**src/sv/hrl_pkg.sv**
```systemverilog
// Shared types, codes and character tables for the HTTP request line parser.
// No dependencies; every other file in this folder refers to it by scoped names.
package hrl_pkg;

    localparam int HRL_LEN_BITS_DEF = 12;
    localparam int HRL_CFG_W        = 12;
    localparam int HRL_ADDR_W       = 3;
    localparam int HRL_DATA_W       = 32;

    localparam logic [HRL_CFG_W-1:0] HRL_MAX_LEN_RST = 12'd2048;

    // Register index, taken from the word address bits of paddr.
    localparam logic REG_MAX_SEGMENT_LEN = 1'b0;

    localparam logic [7:0] CH_SPACE = 8'h20;
    localparam logic [7:0] CH_CR    = 8'h0D;
    localparam logic [7:0] CH_LF    = 8'h0A;
    localparam logic [7:0] CH_QMARK = 8'h3F;
    localparam logic [7:0] CH_SLASH = 8'h2F;

    localparam int HRL_NUM_METH = 3;
    localparam int HRL_VER_LEN  = 8;

    localparam logic [7:0] HRL_METH_TEXT [HRL_NUM_METH][8] = '{
        '{8'h47, 8'h45, 8'h54, 8'h00, 8'h00, 8'h00, 8'h00, 8'h00},
        '{8'h50, 8'h4F, 8'h53, 8'h54, 8'h00, 8'h00, 8'h00, 8'h00},
        '{8'h44, 8'h45, 8'h4C, 8'h45, 8'h54, 8'h45, 8'h00, 8'h00}
    };
    localparam logic [2:0] HRL_METH_LEN [HRL_NUM_METH] = '{3'd3, 3'd4, 3'd6};
    localparam logic [7:0] HRL_VER_TEXT [HRL_VER_LEN] = '{
        8'h48, 8'h54, 8'h54, 8'h50, 8'h2F, 8'h31, 8'h2E, 8'h31
    };

    typedef enum logic [2:0] {
        ROLE_METHOD,
        ROLE_PATH,
        ROLE_QUERY,
        ROLE_VERSION,
        ROLE_DELIM
    } t_role;

    typedef enum logic [2:0] {
        ST_PROGRESS,
        ST_COMPLETE,
        ST_BAD,
        ST_LONG,
        ST_IGNORED
    } t_status;

    typedef enum logic [1:0] {
        METH_NONE,
        METH_GET,
        METH_POST,
        METH_DELETE
    } t_method;

    typedef struct packed {
        logic [7:0] data_byte;
        logic       restart;
    } t_in_beat;

    typedef struct packed {
        logic [7:0]  byte_echo;
        logic [2:0]  byte_role;
        logic [2:0]  status;
        logic [1:0]  method_code;
        logic [11:0] segment_len;
    } t_out_beat;

    function automatic logic uri_char_ok(input logic [7:0] b);
        return b inside {8'h21, [8'h23:8'h24], [8'h26:8'h3B], 8'h3D, [8'h3F:8'h5B],
                         8'h5D, 8'h5F, [8'h61:8'h7A], 8'h7E};
    endfunction

endpackage

```
**src/sv/hrl_cfg.sv**
```systemverilog
// APB-style configuration register holding the segment length limit.
// Depends on hrl_pkg for widths, the register index and the reset value.
module hrl_cfg (
    input  logic                             i_clk,
    input  logic                             i_rst_n,
    input  logic                             psel,
    input  logic                             penable,
    input  logic                             pwrite,
    input  logic [hrl_pkg::HRL_ADDR_W-1:0]   paddr,
    input  logic [hrl_pkg::HRL_DATA_W-1:0]   pwdata,
    output logic [hrl_pkg::HRL_DATA_W-1:0]   prdata,
    output logic                             pready,
    output logic [hrl_pkg::HRL_CFG_W-1:0]    o_max_len
);

    logic [hrl_pkg::HRL_CFG_W-1:0] r_max_len;
    logic                          sel_max_len;

    assign sel_max_len = (paddr[2] == hrl_pkg::REG_MAX_SEGMENT_LEN);

    always_ff @(posedge i_clk) begin
        if (!i_rst_n) begin
            r_max_len <= hrl_pkg::HRL_MAX_LEN_RST;
        end else if (psel && penable && pwrite && sel_max_len) begin
            r_max_len <= pwdata[hrl_pkg::HRL_CFG_W-1:0];
        end
    end

    assign prdata    = sel_max_len ? hrl_pkg::HRL_DATA_W'(r_max_len) : '0;
    assign pready    = 1'b1;
    assign o_max_len = r_max_len;

endmodule

```
**src/sv/hrl_step.sv**
```systemverilog
// Parse state registers and the per-byte classification and check logic.
// Depends on hrl_pkg for beat types, codes and character tables.
module hrl_step #(
    parameter int LEN_BITS = hrl_pkg::HRL_LEN_BITS_DEF
) (
    input  logic                          i_clk,
    input  logic                          i_rst_n,
    input  logic                          i_fire,
    input  hrl_pkg::t_in_beat             i_beat,
    input  logic [hrl_pkg::HRL_CFG_W-1:0] i_max_len,
    output hrl_pkg::t_out_beat            o_result
);

    localparam int CW = (LEN_BITS > hrl_pkg::HRL_CFG_W) ? LEN_BITS : hrl_pkg::HRL_CFG_W;

    typedef enum logic [2:0] {
        PH_METHOD,
        PH_URI,
        PH_VERSION,
        PH_EOL,
        PH_DONE,
        PH_BAD,
        PH_LONG
    } t_phase;

    t_phase                r_phase, n_phase, s_phase;
    logic [LEN_BITS-1:0]   r_cnt, n_cnt, s_cnt;
    logic [2:0]            r_cand, n_cand, s_cand;
    hrl_pkg::t_method      r_found, n_found, s_found;
    logic                  r_inq, n_inq, s_inq;

    hrl_pkg::t_role        role;
    hrl_pkg::t_status      status;
    hrl_pkg::t_method      code;
    logic [LEN_BITS-1:0]   seg;
    logic [CW-1:0]         seg_ext;
    logic                  overlong;
    logic [7:0]            b;

    assign b = i_beat.data_byte;

    // A restart beat sees the cleared state.
    always_comb begin
        if (i_beat.restart) begin
            s_phase = PH_METHOD;
            s_cnt   = '0;
            s_cand  = 3'b111;
            s_found = hrl_pkg::METH_NONE;
            s_inq   = 1'b0;
        end else begin
            s_phase = r_phase;
            s_cnt   = r_cnt;
            s_cand  = r_cand;
            s_found = r_found;
            s_inq   = r_inq;
        end
    end

    // The limit in force is the register value capped at the all-ones count.
    assign overlong = (CW'(s_cnt) >= CW'(i_max_len)) || (&s_cnt);

    always_comb begin
        n_phase = s_phase;
        n_cnt   = s_cnt;
        n_cand  = s_cand;
        n_found = s_found;
        n_inq   = s_inq;
        role    = hrl_pkg::ROLE_DELIM;
        status  = hrl_pkg::ST_PROGRESS;
        seg     = '0;
        code    = hrl_pkg::METH_NONE;
        case (s_phase)
            PH_METHOD: begin
                if (b == hrl_pkg::CH_SPACE) begin
                    for (int k = 0; k < hrl_pkg::HRL_NUM_METH; k++) begin
                        if (s_cand[k] && s_cnt == LEN_BITS'(hrl_pkg::HRL_METH_LEN[k])) begin
                            code = hrl_pkg::t_method'(2'(k + 1));
                        end
                    end
                    seg = s_cnt;
                    if (code == hrl_pkg::METH_NONE) begin
                        status  = hrl_pkg::ST_BAD;
                        n_phase = PH_BAD;
                    end else begin
                        n_found = code;
                        n_phase = PH_URI;
                        n_cnt   = '0;
                    end
                end else begin
                    role = hrl_pkg::ROLE_METHOD;
                    for (int k = 0; k < hrl_pkg::HRL_NUM_METH; k++) begin
                        if (s_cnt >= LEN_BITS'(hrl_pkg::HRL_METH_LEN[k]) ||
                            hrl_pkg::HRL_METH_TEXT[k][s_cnt[2:0]] != b) begin
                            n_cand[k] = 1'b0;
                        end
                    end
                    if (s_cnt < LEN_BITS'(7)) begin
                        n_cnt = s_cnt + 1'b1;
                    end
                    seg = n_cnt;
                    if (n_cand == 3'b000) begin
                        status  = hrl_pkg::ST_BAD;
                        n_phase = PH_BAD;
                    end
                end
            end
            PH_URI: begin
                if (b == hrl_pkg::CH_SPACE && !(!s_inq && s_cnt == '0)) begin
                    seg     = s_cnt;
                    n_phase = PH_VERSION;
                    n_cnt   = '0;
                end else if (b == hrl_pkg::CH_QMARK && !s_inq && s_cnt != '0) begin
                    seg   = s_cnt;
                    n_inq = 1'b1;
                    n_cnt = '0;
                end else begin
                    role = s_inq ? hrl_pkg::ROLE_QUERY : hrl_pkg::ROLE_PATH;
                    if (overlong) begin
                        seg     = s_cnt;
                        status  = hrl_pkg::ST_LONG;
                        n_phase = PH_LONG;
                    end else if (!hrl_pkg::uri_char_ok(b) ||
                                 (!s_inq && s_cnt == '0 && b != hrl_pkg::CH_SLASH)) begin
                        seg     = s_cnt;
                        status  = hrl_pkg::ST_BAD;
                        n_phase = PH_BAD;
                    end else begin
                        n_cnt = s_cnt + 1'b1;
                        seg   = n_cnt;
                    end
                end
            end
            PH_VERSION: begin
                role = hrl_pkg::ROLE_VERSION;
                if (s_cnt >= LEN_BITS'(hrl_pkg::HRL_VER_LEN) ||
                    hrl_pkg::HRL_VER_TEXT[s_cnt[2:0]] != b) begin
                    seg     = s_cnt;
                    status  = hrl_pkg::ST_BAD;
                    n_phase = PH_BAD;
                end else begin
                    seg = s_cnt + 1'b1;
                    if (s_cnt == LEN_BITS'(hrl_pkg::HRL_VER_LEN - 1)) begin
                        n_phase = PH_EOL;
                        n_cnt   = '0;
                    end else begin
                        n_cnt = s_cnt + 1'b1;
                    end
                end
            end
            PH_EOL: begin
                if (b == hrl_pkg::CH_CR && s_cnt == '0) begin
                    n_cnt = LEN_BITS'(1);
                end else if (b == hrl_pkg::CH_LF) begin
                    status  = hrl_pkg::ST_COMPLETE;
                    n_phase = PH_DONE;
                    n_cnt   = '0;
                end else begin
                    status  = hrl_pkg::ST_BAD;
                    n_phase = PH_BAD;
                end
            end
            PH_DONE: begin
                status = hrl_pkg::ST_IGNORED;
            end
            PH_LONG: begin
                status = hrl_pkg::ST_LONG;
            end
            default: begin
                status  = hrl_pkg::ST_BAD;
                n_phase = PH_BAD;
            end
        endcase
    end

    always_ff @(posedge i_clk) begin
        if (!i_rst_n) begin
            r_phase <= PH_METHOD;
            r_cnt   <= '0;
            r_cand  <= 3'b111;
            r_found <= hrl_pkg::METH_NONE;
            r_inq   <= 1'b0;
        end else if (i_fire) begin
            r_phase <= n_phase;
            r_cnt   <= n_cnt;
            r_cand  <= n_cand;
            r_found <= n_found;
            r_inq   <= n_inq;
        end
    end

    assign seg_ext = CW'(seg);

    always_comb begin
        o_result.byte_echo   = b;
        o_result.byte_role   = role;
        o_result.status      = status;
        o_result.method_code = n_found;
        o_result.segment_len = seg_ext[hrl_pkg::HRL_CFG_W-1:0];
    end

endmodule

```
**src/sv/http_request_line_parser.sv**
```systemverilog
// HTTP/1.1 request line parser: one byte beat in, one result beat out.
// Throughput is 1 beat per cycle while the result beat is not stalled.
// The input register feeds one stage of parse logic that writes the result register.
// Synchronous active-low reset clears the parse state, both valid flags and sets the limit to 2048.
// Depends on hrl_pkg, hrl_cfg and hrl_step.
module http_request_line_parser #(
    parameter int LEN_BITS = hrl_pkg::HRL_LEN_BITS_DEF
) (
    input  logic                           i_clk,
    input  logic                           i_rst_n,
    input  logic                           i_in_valid,
    output logic                           o_in_stall,
    input  hrl_pkg::t_in_beat              i_in_data,
    output logic                           o_out_valid,
    input  logic                           i_out_stall,
    output hrl_pkg::t_out_beat             o_out_data,
    input  logic                           psel,
    input  logic                           penable,
    input  logic                           pwrite,
    input  logic [hrl_pkg::HRL_ADDR_W-1:0] paddr,
    input  logic [hrl_pkg::HRL_DATA_W-1:0] pwdata,
    output logic [hrl_pkg::HRL_DATA_W-1:0] prdata,
    output logic                           pready
);

    logic                          r_in_valid;
    hrl_pkg::t_in_beat             r_in_data;
    logic                          r_out_valid;
    hrl_pkg::t_out_beat            r_out_data;
    logic                          out_hold;
    logic                          advance;
    logic                          accept;
    logic [hrl_pkg::HRL_CFG_W-1:0] max_len;
    hrl_pkg::t_out_beat            result;

    assign out_hold   = r_out_valid && i_out_stall;
    assign advance    = r_in_valid && !out_hold;
    assign o_in_stall = r_in_valid && out_hold;
    assign accept     = i_in_valid && !o_in_stall;

    hrl_cfg u_cfg (
        .i_clk     (i_clk),
        .i_rst_n   (i_rst_n),
        .psel      (psel),
        .penable   (penable),
        .pwrite    (pwrite),
        .paddr     (paddr),
        .pwdata    (pwdata),
        .prdata    (prdata),
        .pready    (pready),
        .o_max_len (max_len)
    );

    hrl_step #(
        .LEN_BITS (LEN_BITS)
    ) u_step (
        .i_clk     (i_clk),
        .i_rst_n   (i_rst_n),
        .i_fire    (advance),
        .i_beat    (r_in_data),
        .i_max_len (max_len),
        .o_result  (result)
    );

    always_ff @(posedge i_clk) begin
        if (!i_rst_n) begin
            r_in_valid  <= 1'b0;
            r_out_valid <= 1'b0;
        end else begin
            r_in_valid  <= accept || (r_in_valid && !advance);
            r_out_valid <= advance || out_hold;
        end
    end

    always_ff @(posedge i_clk) begin
        if (accept) begin
            r_in_data <= i_in_data;
        end
        if (advance) begin
            r_out_data <= result;
        end
    end

    assign o_out_valid = r_out_valid;
    assign o_out_data  = r_out_data;

endmodule

```
**config.mk**
```make
export PLATFORM = sky130hd
export DESIGN_NAME = http_request_line_parser
export DESIGN_NICKNAME = d
export VERILOG_FILES = /design/src/sv/hrl_pkg.sv /design/src/sv/hrl_cfg.sv /design/src/sv/hrl_step.sv /design/src/sv/http_request_line_parser.sv
export SDC_FILE = /design/constraint.sdc
export NUM_CORES = 1
export LEC_CHECK = 0
export BUFFER_PORTS_ARGS = -buffer_cell sky130_fd_sc_hd__buf_4
export CAP_MARGIN = 20
export CORE_ASPECT_RATIO = 0.5
export CORE_MARGIN = 1.5
export CORE_UTILIZATION = 53
export CTS_BUF_LIST = sky130_fd_sc_hd__clkbuf_4 sky130_fd_sc_hd__clkbuf_8
export DETAILED_ROUTE_END_ITERATION = 10
export PLACE_DENSITY = 0.84
export SLEW_MARGIN = 10
export SYNTH_ARGS = -nofsm -noshare
export SYNTH_HDL_FRONTEND = slang
export SYNTH_SLANG_ARGS = --single-unit
```
**constraint.sdc**
```tcl
create_clock -name i_clk -period 9.3 [get_ports i_clk]
set_input_delay 2.79 -clock i_clk [delete_from_list [all_inputs] [get_ports i_clk]]
set_output_delay 2.79 -clock i_clk [all_outputs]
set_load 0.05 [all_outputs]
```
==> impl.org, run 1 <==
** GRT
- Largest net degree at the start of global routing :: 47
- Vias in the first global route :: 4,636
- Wire length of the first global-routing pass :: 23,700 um
- Antenna violations before repair :: 0
- Total Routing Usage GR :: 29.0%
- After global routing the overflow that remains totals 0.

** Logic synthesis
- Dominant cell by count in the synthesized netlist :: sky130_fd_sc_hd__nand2_1
- Share of synthesized flip-flops with an asynchronous set or reset :: 0%
- Avg Synthesized Cell Area :: 8.35 um^2
- The most used flip-flop cell after synthesis is sky130_fd_sc_hd__edfxtp_1.
- The synthesized design contains 72 register bits.
- After synthesis, the cell types taking the most area are sky130_fd_sc_hd__edfxtp_1, sky130_fd_sc_hd__dfxtp_1, sky130_fd_sc_hd__nand2_1, sky130_fd_sc_hd__ha_1, sky130_fd_sc_hd__buf_4.
- Cell type contributing the most total cell area after synthesis :: sky130_fd_sc_hd__edfxtp_1
- Synthesis produced a netlist whose cell count is 633.
- Leading cell types by count after synthesis :: sky130_fd_sc_hd__nand2_1, sky130_fd_sc_hd__nor2_1, sky130_fd_sc_hd__a21oi_1, sky130_fd_sc_hd__edfxtp_1, sky130_fd_sc_hd__dfxtp_1
- Number of warnings printed during yosys synthesis :: 0
- Number of synthesized flops with an enable pin :: 37
- Summing every instance area after synthesis gives 5290 um^2.
- After synthesis, the largest area contributor takes up 21.0% of total cell area.
- For this run, the register share of the synthesized area comes to 34.3%.
- Counting distinct cell types in the post-synthesis netlist gives 83.

** Drt
- Dividing the detail-routed wire length by the instance count gives 18.3 um.
- First-pass iteration count of the detailed router :: 5
- The routed layout has 5,095 vias.
- Avg Vias per Cell :: 6.31
- Once detail routing completed, the nets flagged for antenna violations numbered 0.
- Routed wire length :: 14,800 um
- Drt drc :: 0
- The first routing iteration left 681 violations.

** Critical path
- STA puts the critical path data arrival time at 3290 ps.
- Critical path start-end classification :: input pin to primary output
- On the worst path, the slowest cell contributes a delay of 210 ps.
- STA classifies the critical path startpoint as an input pin.
- Required time at the endpoint of the critical path :: 6510 ps
- In this design, the critical path's most frequently occurring cell is sky130_fd_sc_hd__buf_4.
- Among all stages on the critical path, the largest delay is contributed by sky130_fd_sc_hd__buf_4.
- Series of cell instances along the critical path :: buf_4 -> and3_1 -> buf_4
- Critical path fanouts, max :: 3
- CP Capture Type :: primary output

** Clock tree
- Counting the buffers created by CTS gives 9.
- The clock reaches the later pin of the worst-skew pair after 360 ps.
- After clock tree synthesis, the clock-pin slew on the worst setup and hold paths is 70 ps.
- CTS tree :: yes
- Root buf cell :: sky130_fd_sc_hd__clkbuf_8
- CTS hold repair buffers :: 0
- H-tree depth reported by CTS :: 3
- Number of buffers on the longest clock path :: 2
- CTS saw 72 sinks.
- Post-CTS repair timing setup buffer count :: 0
- Resized Gates After CTS :: 0

** Status
- The run finished with clean final reports.

** Timing
- The worst pin sits at a relative slew slack of 31.2%.
- Final min period :: 6080 ps
- RSZ-0062 raised after global routing :: false
- Setup slack on the critical path of the routed design comes to 3220 ps.
- Portion of the clock cycle consumed by the worst path in the final layout :: 65.4%
- At the pin with the least slew margin, the transition time is 1020 ps.
- Timing would allow up to 164 MHz.
- After routing, the total negative slack on setup checks comes to 0 ps.
- Final worst clock skew :: 14.1 ps
- Count of final hold-check violations :: 0
- Final-report setup violation count :: 0
- The final number of max-transition violations was 0.

** Pwr
- In this run the static leakage power is 2.27 nW.
- The design draws 0.000842 W.
- Peak ir drop on the vdd network :: 0.112 mV
- Pwr Density :: 142 nW/um^2

** Place
- The wire-length estimate of the detail-placed layout is 10,400 um.
- OpenSTA, run right after detailed placement, puts the worst setup slack at 3220 ps.
- At the end of routability-driven placement, the weighted congestion stood at 0.994.
- Buffers placed on the I/O ports in this run total 70.
- Total instance count after detailed placement :: 791
- The placed instances occupy a cell area of 5680 um^2.

** Floorplanning
- Starting utilization of the core area :: 55.2%
- Die Footprint :: 10,600 um^2
- The die is 73.6 um tall.
- Core area :: 9570 um^2
- Top Ports :: 114
- The initialized floorplan defines 25 standard-cell rows.
- Die span in x :: 144 um

** Layout
- After the last flow step, the layout net total stands at 737.
- After routing the design area is 5920 um^2.
- From synthesis to final layout, the design area changed by 12.1%.
- Layout Cells excl Fill :: 807
- The multi-input combinational cells in the finished layout cover a total of 3040 um^2.
- Flip-flop and latch area :: 1810 um^2
- Share of final-layout standard cells stronger than drive strength 1 :: 17.0%
- Antenna Diode Count :: 0
- The filler cells instantiated in the layout total 850.

** Run
- The tool flagged a number of max-cap violations equal to 0.

** Worst hold path
- The path class of the tightest hold or removal check is flip-flop to flip-flop.
==> cell type report <==
class / count / area share (%)
sequential: 72 / 30.6
clock buffer: 11 / 2.45
inverter: 29 / 1.84
multi-input combinational: 482 / 51.3
timing repair buffer: 73 / 9.25
tap: 135 / 2.85
clock inverter: 5 / 1.75
==> worst paths after layout <==
check                                           to          startpoint  depth (start not counted)  slack [ps]
worst max register to register       o_out_data[1]        r_in_data[0]                         12        4710
worst min-delay path            u_cfg.o_max_len[2]  u_cfg.o_max_len[2]                          2         460
worst max-delay path                    o_in_stall         i_out_stall                          3        3220
worst min register to register  u_cfg.o_max_len[2]  u_cfg.o_max_len[2]                          2         460
==> cells by family after synthesis <==
kind of cell / after synthesis / share of synthesized area, %
other: 2 / 0.142
DFF: 72 / 34.3
and+or+nand+nor: 262 / 26.5
muxes: 5 / 0.947
AOI/OAI and AO/OA: 165 / 22.2
adders and majority gates: 19 / 4.50
xor gates and xnor gates: 10 / 1.66
buffers and inverters: 98 / 9.80
==> critical path: cells and delay by family <==
kind | cells | cell delay (ps)
buffers and inverters | 2 | 310
and+or+nand+nor | 1 | 190
==> per-layer routing <==
| layer | GRT usage, % | wire, um |
|---|---|---|
| met5 | 0 | 0 |
| met4 | 10.4 | 362 |
| met3 | 10.2 | 2060 |
| met2 | 40.8 | 5850 |
| met1 | 41.0 | 6510 |
==> cells in the final DEF, fill, tap and decap left out, drive strengths merged, types with 7 or more instances in the layout <==
cell and instances:
a211oi 9, a21oi 38, a31oi 17, and3 9, buf 73, clkbuf 11
conb 21, dfxtp 35, edfxtp 37, ha 19, inv 29, nand2 72
nand2b 9, nand3 25, nand4 11, nor2 51, nor2b 13, nor3 17
nor4 7, o21ai 27, or3 14, xnor2 8
==> state kept, by name, indices dropped and copies added, names as in the netlist <==
| name | count |
|---|---|
| u_step.r_inq | 1 |
| u_step.r_cand | 3 |
| u_step.r_phase | 3 |
| u_cfg.o_max_len | 12 |
| r_in_valid | 1 |
| u_step.r_found | 2 |
| o_out_data | 28 |
| u_step.r_cnt | 12 |
| o_out_valid | 1 |
| r_in_data | 9 |
==> metrics by stage <==
| step | util (%) | hold WS [ps] |
|---|---|---|
| 2_1_floorplan | - | 433 |
| 3_3_place_gp | 59.3 | 443 |
| 3_5_place_dp | 59.3 | 448 |
| 4_1_cts | 61.9 | 458 |
| 5_1_grt | 61.9 | 477 |
| 6_report | 61.9 | 456 |
==> report_power, final <==
part	internal [W]	switching (W)
Sequential	0.000349	0.0000193
Clock	0.000189	0.000118
Combinational	0.0000506	0.000117
No activity file was read; power rests on OpenSTA's default activity.
==> run 2, diff against run 1 <==
- clock period: 9.3 -> 6 ns (I/O delays scaled with it)
==> run 2 against run 1 <==
Effect of this change:
- sequential share of layout area rose by 0.23 points
- design area fell by 0.76%
- worst setup slack got worse by 1900 ps
- combinational power rose by 55%
- sequential power rose by 56%
- core utilization fell by 0.47 points
- critical endpoint is now o_out_data[0]
- clock skew rose by 1.4 ps
==> impl.org, run 2 (synthesized netlist as in run 1, its figures left out) <==
** Status
- The run finished with clean final reports.

** Critical path
- Worst stage delay on the critical path :: 1140 ps
- At the worst endpoint, the required time is 6180 ps.
- Counting both buffers and inverters, the worst setup path holds a total of 1.
- Traced cell by cell, the critical path runs through nand2b_1 -> inv_1 -> ha_1 -> nand4_1 -> nor3_1 -> a2bb2oi_1 -> nand3_2 -> nor4_4 -> a2111oi_0 -> a31oi_1.
- STA classifies the critical path endpoint as a flip-flop.
- Launching element type of the critical path :: flip-flop
- In this run the worst path has a maximum fanout of 29.
- The largest individual stage delay along the critical path comes from the cell sky130_fd_sc_hd__edfxtp_1.
- The kind of cell with the highest combined delay along the critical path is simple AND/OR/NAND/NOR gates.
- STA puts the critical path data arrival time at 4850 ps.
- Critical path start-end classification :: flip-flop to flip-flop

** Place
- Total instance count after detailed placement :: 792
- Cell Area, Placed :: 5680 um^2
- Hpwl dp :: 10,600 um
- Input and output buffers added on the ports amount to 70.
- Routability-driven placement finished with a final weighted congestion of 0.977.

** Clock tree
- TritonCTS built the clock tree.
- In this run, CTS created clock tree buffers numbering 9.
- In this run the number of H-tree levels came out at 3.
- Clock transition time at the flip-flop clock pins of the worst setup and hold paths :: 80 ps
- Gates resized during post-CTS repair numbered 0.
- Buffers added to address setup during post-CTS repair amount to 0.
- Root buf cell :: sky130_fd_sc_hd__clkbuf_8
- Total clock sinks :: 72
- Number of buffers on the longest clock path :: 2
- At the later pin of the worst-skew pair, clock insertion delay measures 370 ps.
- CTS hold repair buffers :: 0

** Timing
- Setup total negative slack on the finished layout was measured at 0 ps.
- Count of final hold-check violations :: 0
- Setup violations remaining at the end of the flow were counted as 0.
- Maximum clock frequency :: 214 MHz
- Final min period :: 4670 ps
- Portion of the clock cycle consumed by the worst path in the final layout :: 77.9%
- The final number of max-transition violations came to 0.
- RSZ-0062 raised after global routing :: false
- Worst Max-Slew Pin Slew :: 1190 ps
- In this run the tightest slew margin relative to its limit is 20.9%.
- Across the routed clock network, the largest skew measured is 15.5 ps.

** Pwr
- Clock network power share :: 32.0%
- For this design the ratio of total power to cell area is 208 nW/um^2.
- Switching power :: 0.000406 W
- Overall power after layout :: 0.00123 W
- Combinational logic is responsible for 21.2% of the overall power.
- Total leakage power :: 2.24 nW
- Int Power :: 0.000820 W
- Share of total power in sequential cells :: 46.8%
- Peak ir drop on the vdd network :: 0.159 mV
- Of the total power, the share spent switching nets is 33.1%.

** Floorplanning
- Starting utilization of the core area :: 55.2%
- Die Footprint :: 10,600 um^2
- Top Ports :: 114
- Core area :: 9570 um^2
- The die is 73.6 um tall.
- Die span in x :: 144 um
- Cell Rows :: 25

** GRT
- Global routing used 29.5% of the available tracks across all layers.
- Entering global routing, the biggest net connects 46 pins.
- Summed over all layers, the global routing overflow is 0.
- The initial antenna violation count was 0.
- Vias in the first global route :: 4,465
- The first global-routing pass estimated 23,800 um of wire.

** Layout
- The register with the most flip-flops in the layout has 28 of them.
- Fill cells :: 842
- In the layout the commonest cells are sky130_fd_sc_hd__buf_4, sky130_fd_sc_hd__nand2_1, sky130_fd_sc_hd__nor2_1.
- Summing all non-filler instances in the final layout gives an area of 5880 um^2.
- Layout net count :: 738
- Synth-to-layout area growth :: 11.2%
- The multi-input combinational cells in the finished layout cover a total of 3040 um^2.
- Final cell utilization of the core :: 61.4%
- Summing all flip-flop and latch instances after layout gives 1810 um^2.
- The number of antenna diodes in the final layout is 0.
- The library cell used most frequently in the layout, excluding fill and tap cells, is sky130_fd_sc_hd__buf_4.
- After the flow finishes, the layout carries non-filler instances totaling 808.
- Of the cells placed in the final design, the portion with a size suffix greater than 1 is 16.9%.

** Drt
- Via count :: 5,179
- Dividing the detail-routed via count by the number of cells gives 6.41.
- Initial DRC count :: 757
- The pre-antenna-repair detailed-routing pass consisted of 6 iterations.
- For this run, design rule violations remaining after detail routing come to 0.
- Antenna Nets Post-Route :: 0
- Routed WL per cell :: 18.9 um
- Routed wire length :: 15,300 um

** Run
- The tool flagged a number of max-cap violations equal to 0.

** Worst hold path
- Kind of path behind the tightest hold check :: flip-flop to flip-flop
## run 2: changes by cell type in the layout (fill, tap and decap cells not counted)
cell	previous run	this run
sky130_fd_sc_hd__buf_4	73	74
sky130_fd_sc_hd__bufinv_16	3	1
sky130_fd_sc_hd__clkbuf_4	1	2
sky130_fd_sc_hd__clkbuf_8	10	9
sky130_fd_sc_hd__clkinv_1	0	1
sky130_fd_sc_hd__clkinv_2	1	0
sky130_fd_sc_hd__clkinvlp_4	0	2
## run 2: per-stage QoR
step | setup slack, ps | hold slack, ps
detailed placement | 1630 | 447
finish | 1330 | 458
global placement | 1690 | 442
floorplan | 1560 | 433
global route | 1180 | 475
CTS | 1580 | 458
## run 2: worst paths after layout
path,start,end,slack [ps],cells after the start
setup / recovery,r_in_data[0],o_out_data[0],1330,10
setup reg to reg,r_in_data[0],o_out_data[0],1330,10
hold reg to reg,u_cfg.o_max_len[10],u_cfg.o_max_len[10],460,2
hold / removal,u_cfg.o_max_len[10],u_cfg.o_max_len[10],460,2
## run 2: worst min-delay path, cell delays in order (launching register included)
cell                      delay, ps
sky130_fd_sc_hd__dfxtp_1        310
sky130_fd_sc_hd__nand2_1         50
sky130_fd_sc_hd__a21oi_1         50
## run 2: power by group through the flow
stage | clock [W] | combinational, W | sequential (W)
detailed placement | 0 | 0.000252 | 0.000583
CTS | 0.000398 | 0.000253 | 0.000572
finish | 0.000392 | 0.000260 | 0.000574
global route | 0.000415 | 0.000274 | 0.000578
floorplan | 0 | 0.000185 | 0.000595
global placement | 0 | 0.000248 | 0.000583
## run 2: area by class of cell
type / instances / area share (%)
multi-input cells: 482 / 51.7
flip-flops and latches: 72 / 30.8
repair buffers: 74 / 9.45
well taps: 135 / 2.87
clock buffers: 11 / 2.36
inverters: 29 / 1.85
clock inverters: 5 / 0.979
## run 2: layer usage
metal	share of wire [%]	vias to the layer above	GRT usage, %
met3	15	44	9.91
met4	2.3	0	8.64
met2	39	406	40.7
li1	-	2358	-
met5	0	-	0
met1	44	2371	43.4
==> run 3, diff against run 2 <==
- clock period: 6 -> 4.7 ns (I/O delays scaled with it)
==> run 3 against run 2 <==
Effect of this change:
- fmax is 15% higher
- total power grew 27%
- sequential share of layout area shrank 0.17 points
- flip-flop and latch count unchanged
- via count decreased by 0.15%
- non-clock buffer count rose by 5
- hold slack got worse by 1.9 ps
- clock-buffer cell count shrank 1
- worst setup slack got worse by 690 ps
- core utilization increased by 0.34 points
- critical path type unchanged
- critical endpoint is now o_out_data[15]
- largest power group unchanged
==> impl.org, run 3 (synthesized netlist as in run 1, its figures left out) <==
** Floorplanning
- Starting utilization of the core area :: 55.2%
- Die Footprint :: 10,600 um^2
- Top Ports :: 114
- Die Span Y :: 73.6 um
- Die span in x :: 144 um
- The initialized floorplan defines 25 standard-cell rows.
- The region available for standard cell placement spans 9570 um^2.

** Timing
- Maximum clock frequency :: 246 MHz
- In this run the tightest slew margin relative to its limit is 42.1%.
- Portion of the clock cycle consumed by the worst path in the final layout :: 86.5%
- Post-layout worst setup margin :: 636 ps
- RSZ-0062 raised after global routing :: false
- Count of final hold-check violations :: 0
- Final-report setup violation count :: 0
- The worst path needs 4060 ps of the cycle, external delays included.
- The final number of max-transition violations is 0.
- Setup total negative slack on the finished layout was measured at 0 ps.
- Worst Max-Slew Pin Slew :: 861 ps
- Across the routed clock network, the largest skew measured is 8.01 ps.

** GRT
- Global routing consumed, over all layers together, 29.9% of the routing resources.
- Most used routing layer :: met1
- The via count of the first global-routing pass was 4,542.
- Largest net degree at the start of global routing :: 45
- The first global-routing pass estimated 24,000 um of wire.
- In the global route stage, met3 resource usage came out at 8.47%.
- Antenna violations before repair :: 0
- Global routing used 43.5% of the available met1 tracks.
- Met2 track utilization from global routing :: 42.9%
- Remaining global-route overflow :: 0

** Clock tree
- Num CTS Buffers :: 9
- No sink is reached through more buffers than the 2 on the longest clock path.
- CTS hold repair buffers :: 0
- Clock transition time at the flip-flop clock pins of the worst setup and hold paths :: 80 ps
- TritonCTS built the clock tree.
- The clock tree synthesis step divided the H-tree into 3 levels.
- Post-CTS repair timing setup buffer count :: 0
- The tree is rooted in a sky130_fd_sc_hd__clkbuf_8.
- Total clock sinks :: 72
- Resized Gates After CTS :: 0
- Clock latency on the worst-skew pair :: 370 ps

** Layout
- At the end of the flow the core is filled with cells to 61.8%.
- Antenna Diode Count :: 0
- At the end of the flow, the number of nets in the layout was 743.
- In the layout the commonest cells are sky130_fd_sc_hd__buf_4, sky130_fd_sc_hd__nand2_1, sky130_fd_sc_hd__nor2_1.
- Most common cell after layout, fill and taps aside :: sky130_fd_sc_hd__buf_4
- Relative to the synthesized area, the layout overhead comes to 11.9%.
- Fill cells :: 855
- The register with the most flip-flops in the layout has 28 of them.
- Share of final-layout standard cells stronger than drive strength 1 :: 17.4%

** Status
- Status :: finished, final reports clean

** Pwr
- In this run the static leakage power is 2.26 nW.
- Pwr Density :: 263 nW/um^2
- Overall power after layout :: 0.00155 W
- The worst-case IR drop observed on VDD is 0.229 mV.

** Drt
- Wires add up to 15,200 um.
- After detailed routing, the number of remaining DRC violations is 0.
- The first detailed-routing pass ran for 5 iterations.
- After detailed routing, the average wire length per cell comes to 18.7 um.
- The count of nets left with antenna violations once routing finished came out at 0.
- Initial DRC count :: 661
- In the routed layout, each cell is associated on average with a via count of 6.36.
- Via count :: 5,171

** Place
- Input/output buffers :: 70
- Before CTS, the worst setup slack after placement is 839 ps.
- Summed over all nets, the half-perimeter wirelength after detailed placement is 10,700 um.
- Final GP Congestion :: 0.959

** Critical path
- Of all nets on the critical path, the largest fanout is 16.
- STA classifies the critical path startpoint as a flip-flop.
- Critical path start-end classification :: flip-flop to flip-flop
- Data arrives at the worst endpoint at 4180 ps.
- The worst setup path is captured at a flip-flop.
- Required time at the endpoint of the critical path :: 4810 ps

** Worst hold path
- In this run the worst hold path is classified as flip-flop to flip-flop.

** Run
- Max_cap viols :: 0
==> run 3: changes by cell type in the layout (fill, tap and decap cells not counted) <==
cell	delta
sky130_fd_sc_hd__buf_4	+5
sky130_fd_sc_hd__clkbuf_4	-1
sky130_fd_sc_hd__clkinv_1	+1
sky130_fd_sc_hd__clkinv_4	-1
sky130_fd_sc_hd__clkinvlp_4	+1
==> run 3: area by class of cell <==
| type | instances | area (um^2) | area share (%) |
|---|---|---|---|
| Multi-Input combinational cell | 482 | 3040 | 51.4 |
| Sequential cell | 72 | 1810 | 30.6 |
| Timing Repair Buffer | 79 | 593 | 10.0 |
| Tap cell | 135 | 169 | 2.86 |
| Clock buffer | 10 | 131 | 2.22 |
| Inverter | 29 | 109 | 1.84 |
| Clock inverter | 6 | 60.1 | 1.02 |
==> run 3: worst max-delay path, stage by stage (launching register included) <==
cell and delay, ps:
sky130_fd_sc_hd__edfxtp_1 770, sky130_fd_sc_hd__inv_1 120, sky130_fd_sc_hd__nand2_1 300, sky130_fd_sc_hd__inv_1 260, sky130_fd_sc_hd__ha_1 340, sky130_fd_sc_hd__a2111oi_0 490, sky130_fd_sc_hd__o31a_1 280, sky130_fd_sc_hd__nand3_2 120
sky130_fd_sc_hd__nor2_1 500, sky130_fd_sc_hd__o221ai_1 260, sky130_fd_sc_hd__or3_1 350
==> run 3: metrics by stage <==
stage / cells / hold slack [ps] / area [um^2]
floorplan: 652 / 433 / 5360
global placement: 797 / 444 / 5720
detailed placement: 797 / 447 / 5720
CTS: 813 / 458 / 5910
global route: 813 / 481 / 5910
finish: 813 / 456 / 5910
==> run 3: final timing paths <==
check / start / end / slack (ps) / cells after the start
max: r_in_data[0] / o_out_data[15] / 640 / 10
min: u_cfg.o_max_len[1] / u_cfg.o_max_len[1] / 460 / 2
max reg2reg: r_in_data[0] / o_out_data[15] / 640 / 10
min reg2reg: u_cfg.o_max_len[1] / u_cfg.o_max_len[1] / 460 / 2
==> run 3: routing by layer <==
layer  vias to the layer above  wire length (um)
met5                         -                 0
met4                         0               228
met3                        30              1910
met2                       357              6160
met1                      2414              6890
li1                       2370                 -
==> run 3: power breakdown <==
part	internal, W	switching (W)	leakage [nW]	total, W
Combinational	0.000101	0.000229	1.54	0.000330
Clock	0.000247	0.000244	0.0870	0.000492
Sequential	0.000690	0.0000424	0.631	0.000732
